## config.mk

```make
export PLATFORM = sky130hd
export DESIGN_NAME = gdlm_dsq
export DESIGN_NICKNAME = d
export VERILOG_FILES = /design/src/rtl/core/gdlm_pkg.sv /design/src/rtl/core/gdlm_dsq.sv
export SDC_FILE = /design/constraint.sdc
export NUM_CORES = 1
export LEC_CHECK = 0
export BUFFER_PORTS_ARGS = -buffer_cell sky130_fd_sc_hd__buf_4
export CORE_AREA = 2 2 280 282
export DETAILED_ROUTE_END_ITERATION = 10
export DIE_AREA = 0 0 282 284
export PLACE_DENSITY_LB_ADDON = 0.25
export SETUP_SLACK_MARGIN = 0.15
export SYNTH_ARGS = -nofsm -noshare
export SYNTH_HDL_FRONTEND = slang
export SYNTH_SLANG_ARGS = --single-unit
```

## constraint.sdc

```tcl
create_clock -name clk -period 8.5 [get_ports clk]
set_input_delay 0 -clock clk [delete_from_list [all_inputs] [get_ports clk]]
set_output_delay 0 -clock clk [all_outputs]
set_load 0.005 [all_outputs]
```

## src/rtl/core/gdlm_pkg.sv

```systemverilog
// Shared types, states and saturating helpers of the Gaussian dual line maximizer.
package gdlm_pkg;

	localparam int VAL_W = 64;
	localparam logic signed [63:0] S64_MAX = 64'sh7FFF_FFFF_FFFF_FFFF;
	localparam logic signed [63:0] S64_MIN = 64'sh8000_0000_0000_0000;
	localparam logic signed [63:0] PT_MAX = 64'sh0000_0000_7FFF_FFFF;
	localparam logic signed [63:0] V48_MAX = 64'sh0000_7FFF_FFFF_FFFF;
	localparam logic signed [63:0] V48_MIN = -64'sh0000_8000_0000_0000;

	localparam logic [1:0] STAT_FINITE = 2'd0;
	localparam logic [1:0] STAT_UNBOUNDED = 2'd1;
	localparam logic [1:0] STAT_UNDEF = 2'd2;
	localparam logic [1:0] STAT_SAT = 2'd3;

	// A 64-bit value together with its saturation flag.
	typedef struct packed {
		logic sat;
		logic signed [63:0] v;
	} sval_t;

	typedef enum logic [4:0] {
		ST_ACC, ST_MAC, ST_SCALE, ST_DE, ST_BRANCH, ST_CD, ST_CDAB, ST_DD,
		ST_DDAA, ST_CC, ST_CCBB, ST_DIV1, ST_SQRT, ST_DIV2, ST_XAB, ST_XX,
		ST_XXBB, ST_XD, ST_CHK, ST_DIV3, ST_EX, ST_FIN, ST_EMIT
	} state_t;

	// Magnitude of a signed value as unsigned.
	function automatic logic [63:0] mag64(input logic signed [63:0] x);
		mag64 = x[63] ? 64'(-x) : 64'(x);
	endfunction

	// Signed value from a magnitude and sign, clamped to the positive limit.
	function automatic sval_t from_mag(input logic [63:0] m, input logic neg);
		sval_t r;
		logic [63:0] mm;
		mm = m[63] ? 64'(S64_MAX) : m;
		r.sat = m[63];
		r.v = neg ? -$signed(mm) : $signed(mm);
		from_mag = r;
	endfunction

	// Saturating add.
	function automatic sval_t sadd(input logic signed [63:0] a, input logic signed [63:0] b);
		sval_t r;
		logic signed [64:0] s;
		s = {a[63], a} + {b[63], b};
		r.sat = s[64] != s[63];
		r.v = r.sat ? (s[64] ? S64_MIN : S64_MAX) : s[63:0];
		sadd = r;
	endfunction

	// Saturating subtract.
	function automatic sval_t ssub(input logic signed [63:0] a, input logic signed [63:0] b);
		sval_t r;
		logic signed [64:0] s;
		s = {a[63], a} - {b[63], b};
		r.sat = s[64] != s[63];
		r.v = r.sat ? (s[64] ? S64_MIN : S64_MAX) : s[63:0];
		ssub = r;
	endfunction

endpackage

```

## src/rtl/core/gdlm_dsq.sv

```systemverilog
// Restoring fractional divider and square root, one quotient or root bit per cycle.
module gdlm_dsq #(
	parameter int FRAC_BITS = 16
) (
	input  logic               clk,
	input  logic               arst_n,
	input  logic               start,
	input  logic               sqrt_mode,
	input  logic signed [63:0] a,
	input  logic signed [63:0] b,
	output logic signed [63:0] res,
	output logic               sat,
	output logic               done,
	output logic               busy
);

	logic         run_q;
	logic         fin_q;
	logic         done_q;
	logic [6:0]   cnt_q;
	logic         mode_q;
	logic         neg_q;
	logic [127:0] num_q;
	logic [127:0] q_q;
	logic [66:0]  r_q;
	logic [63:0]  dm_q;
	logic signed [63:0] res_q;
	logic         sat_q;

	logic [64:0]  div_rem;
	logic         div_ge;
	logic [66:0]  sq_rem;
	logic [66:0]  sq_trial;
	logic         sq_ge;
	logic         last_step;
	logic [63:0]  lo;
	gdlm_pkg::sval_t fm;

	// One restoring step of either operation.
	always_comb begin
		div_rem = {r_q[63:0], num_q[127]};
		div_ge = div_rem >= {1'b0, dm_q};
		sq_rem = {r_q[64:0], num_q[127:126]};
		sq_trial = {1'b0, q_q[63:0], 2'b01};
		sq_ge = sq_rem >= sq_trial;
		last_step = mode_q ? (cnt_q == 7'd63) : (cnt_q == 7'd127);
		lo = (!mode_q && (|q_q[127:64])) ? '1 : q_q[63:0];
		fm = gdlm_pkg::from_mag(lo, neg_q);
	end

	// Control of the iteration.
	always_ff @(posedge clk or negedge arst_n) begin
		if (!arst_n) begin
			run_q <= 1'b0;
			fin_q <= 1'b0;
			done_q <= 1'b0;
			cnt_q <= '0;
		end else begin
			done_q <= fin_q;
			fin_q <= 1'b0;
			if (start) begin
				run_q <= 1'b1;
				cnt_q <= '0;
			end else if (run_q) begin
				cnt_q <= cnt_q + 7'd1;
				if (last_step) begin
					run_q <= 1'b0;
					fin_q <= 1'b1;
				end
			end
		end
	end

	// Remainder, quotient and result registers.
	always_ff @(posedge clk) begin
		if (start) begin
			num_q <= {64'd0, gdlm_pkg::mag64(a)} << FRAC_BITS;
			dm_q <= gdlm_pkg::mag64(b);
			r_q <= '0;
			q_q <= '0;
			mode_q <= sqrt_mode;
			neg_q <= sqrt_mode ? 1'b0 : (a[63] ^ b[63]);
		end else if (run_q) begin
			if (mode_q) begin
				r_q <= sq_ge ? (sq_rem - sq_trial) : sq_rem;
				q_q <= {q_q[126:0], sq_ge};
				num_q <= {num_q[125:0], 2'b00};
			end else begin
				r_q <= {2'b00, (div_ge ? (div_rem - {1'b0, dm_q}) : div_rem)};
				q_q <= {q_q[126:0], div_ge};
				num_q <= {num_q[126:0], 1'b0};
			end
		end
		if (fin_q) begin
			res_q <= fm.v;
			sat_q <= fm.sat;
		end
	end

	assign res = res_q;
	assign sat = sat_q;
	assign done = done_q;
	assign busy = run_q | fin_q | done_q;

endmodule

```

==> results.toml <==
[layout]
finalNetCount = 4071
fin_util = 0.473
drive_gt1_frac = 0.0921
design_area_sq_mm = 0.0364
areaGrowthSynthToFinish_pct = 19.0
final_cells = 4887

[placed_design]
numPortBuffers = 198
place_ws_ns = 3.19
detailed_place_hpwl_mm = 63.0
routabilityCongestion = 0.909
place_area_sq_mm = 0.0328
placedCellCount = 4600

[yosys]
yosysTopAreaCell = "edfxtp_1"
ys_top_cells_by_count = "350 x nor2_1, 342 x nand2_1, 245 x mux2i_1"
async_flop_share = 0.0224
syn_area_sq_mm = 0.0306
yosysMostFrequentCell = "nor2_1"
syn_nets = 3830
synthCells = 3563
ys_warn_count = 0
synth_cell_type_count = 82
netlist_top_cells_area = "edfxtp_1 19%, dfxtp_1 16%, mux2i_1 8.0%, ha_1 5.5%, xnor2_1 5.2%"
synth_edf_count = 195
synth.avg_cell_area_sq_um = 8.59
synth-seq-cells = 446
synth_top_area_share = 0.191
synth_flop_cell = "dfxtp_1"
yosysSeqAreaShare = 0.357

[critical_path]
cp_max_fo = 20
max_stage_delay_ns = 0.56
arrival_ns = 5.69
required_ns = 8.84
path_cells = "nor4_1 > nand4_1 > nor4_1 > o21ai_4 > buf_4 > inv_1 > nand2_1 > inv_1 > ha_1 > nand3_1 > nor3_1 > nand3_1 > nor2_1 > nand3b_1 > nor2_1 > nand4_1 > or3_1 > o21ai_0 > xor2_1"
crit_slowest_cell = "nor4_1"
worstSetupPathType = "flip-flop to flip-flop"
endpoint_kind = "flip-flop"
cp-start-kind = "flip-flop"

[clocking]
cts.path.max_buffers = 3
root_buffer = "clkbuf_16"
tritoncts = "done"
postCtsSetupRepairBufs = 0
clock_sinks = 446
path_clk_slew_ns = 0.06
clkLatencyLatePin_ns = 0.61
numCtsBuffers = 49
h-tree-depth = 2
post_cts_resized = 0
ctsHoldBuffers = 193

[routing]
vias_per_cell = 5.47
highest_layer = "met4"
routed_wl_mm = 85.8
drt_first_pass_iters = 7
drt-initial-drc-count = 2108
wl_met1_mm = 43.1
vias = 26700
wl_per_cell_microns = 17.6
ant_nets = 0
drc = 0
wl_met2_mm = 35.8
met3_length_mm = 5.20

[floorplanning]
die_w_microns = 282
initial_utilization = 0.398
core_area_sq_mm = 0.0770
rows = 102
io_pins = 199
fp.dieH_microns = 284
die-area_sq_mm = 0.0801

[timing]
min_period_ns = 5.35
min_period_over_period = 0.629
tns_ns = 0
slew_viol_final = 0
grt_setup_unrepaired = "no"
tightest_slew_ns = 1.08
clock_skew_ns = 0.0163
setup_slack_ns = 3.15
slew_headroom = 0.279
hold_viol_final = 0
setup_viol = 0
clock.fmax_ghz = 0.187

[pwr]
leakagePower_nw = 15.4
ir_worst_vdd_uv = 235
p_per_area_mw_per_mm2 = 304

[min_path]
hold_path_class = "input port to flip-flop"

[global_route]
grt_pass1_wl_mm = 137
grt_max_degree = 240
antenna_found_initial = 2
grt.overflow.total = 0
grtUsageTotal = 0.209
grt_pass1_vias = 25100

[run]
drv_cap = 0

[outcome]
status = "completed"
-- per-stage QoR --
| stage | power [W] | hold slack (ns) |
|---|---|---|
| global route | 0.0119 | 0.0930 |
| CTS | 0.0110 | 0.0141 |
| global placement | 0.00866 | -0.160 |
| finish | 0.0111 | 0.0359 |
| floorplan | 0.00719 | -0.296 |
| detailed placement | 0.00864 | -0.159 |
-- area by class of cell --
| class | count | area (sq um) |
|---|---|---|
| sequential | 446 | 10900 |
| timing repair buffer | 412 | 3620 |
| tap | 1040 | 1300 |
| inverter | 188 | 706 |
| fill | 7480 | 40500 |
| clock inverter | 27 | 343 |
| antenna | 2 | 5.00 |
| multi-input combinational | 2707 | 18200 |
| clock buffer | 65 | 1340 |
-- report_power, final --
part / total [W] / switching, W / internal [W]
combinational: 0.00601 / 0.00357 / 0.00244
sequential: 0.00285 / 0.000349 / 0.00250
clock: 0.00223 / 0.000920 / 0.00131
total: 0.0111 / 0.00484 / 0.00624
-- state kept, by name, summed over array words and instances, names as in the netlist, 7 cells and up --
register / count
r_q: 65
dm_q: 64
num_q: 112
cnt_q: 7
res: 64
q_q: 128
-- critical path, delay by kind of cell (launching register included) --
kind | cells | cell delay [ns]
XOR/XNOR | 1 | 0.10
buffers and inverters | 3 | 0.67
AO/OA/AOI/OAI | 2 | 0.30
flip-flops | 1 | 0.32
AND/OR/NAND/NOR | 12 | 3.47
adder cells (fa/ha/maj) | 1 | 0.19
-- cell usage in the layout (no fill, tap or decap), types with 52 or more instances in the layout --
cell type	synthesis	routed
ha_1	134	134
dlygate4sd3_1	0	193
nand4_1	56	56
edfxtp_1	195	195
inv_1	185	184
a21o_1	84	84
a21oi_1	198	198
o211ai_1	78	78
nor2_1	350	347
nand2_1	342	342
mux2i_1	245	245
xor2_1	95	95
buf_4	0	215
xnor2_1	182	182
a211oi_1	77	77
o21ai_0	244	243
o31ai_1	52	52
dfxtp_1	241	241
-- worst paths after layout --
path                                     endpoint  slack, ns  cells past startpoint                    from
setup / recovery                res[62]$_DFFE_PP_       3.15                     19   q_q[100]$_SDFFE_PP0P_
hold / removal                  dm_q[1]$_DFFE_PP_       0.04                      2                   b[63]
setup reg to reg                res[62]$_DFFE_PP_       3.15                     19   q_q[100]$_SDFFE_PP0P_
hold reg to reg            num_q[94]$_SDFFE_PP0P_       0.50                      2  num_q[94]$_SDFFE_PP0P_
max in group asynchronous         run_q$_DFF_PN0_       7.70                      3                  arst_n
min in group asynchronous    cnt_q[3]$_DFFE_PN0P_       0.43                      3                  arst_n
-- logic make-up after synthesis --
kind of cell / synth area share
and+or+nand+nor: 0.163
AOI/OAI and AO/OA: 0.210
DFF: 0.357
buffers and inverters: 0.0504
xor gates and xnor gates: 0.0793
muxes: 0.0849
adders and majority gates: 0.0555
-- routing by layer --
metal  up-vias  track usage
met5         -            0
li1      13500            -
met1     12400        0.322
met2       743        0.304
met3        88       0.0291
met4         0       0.0461
(Power assumes the default switching activity.)
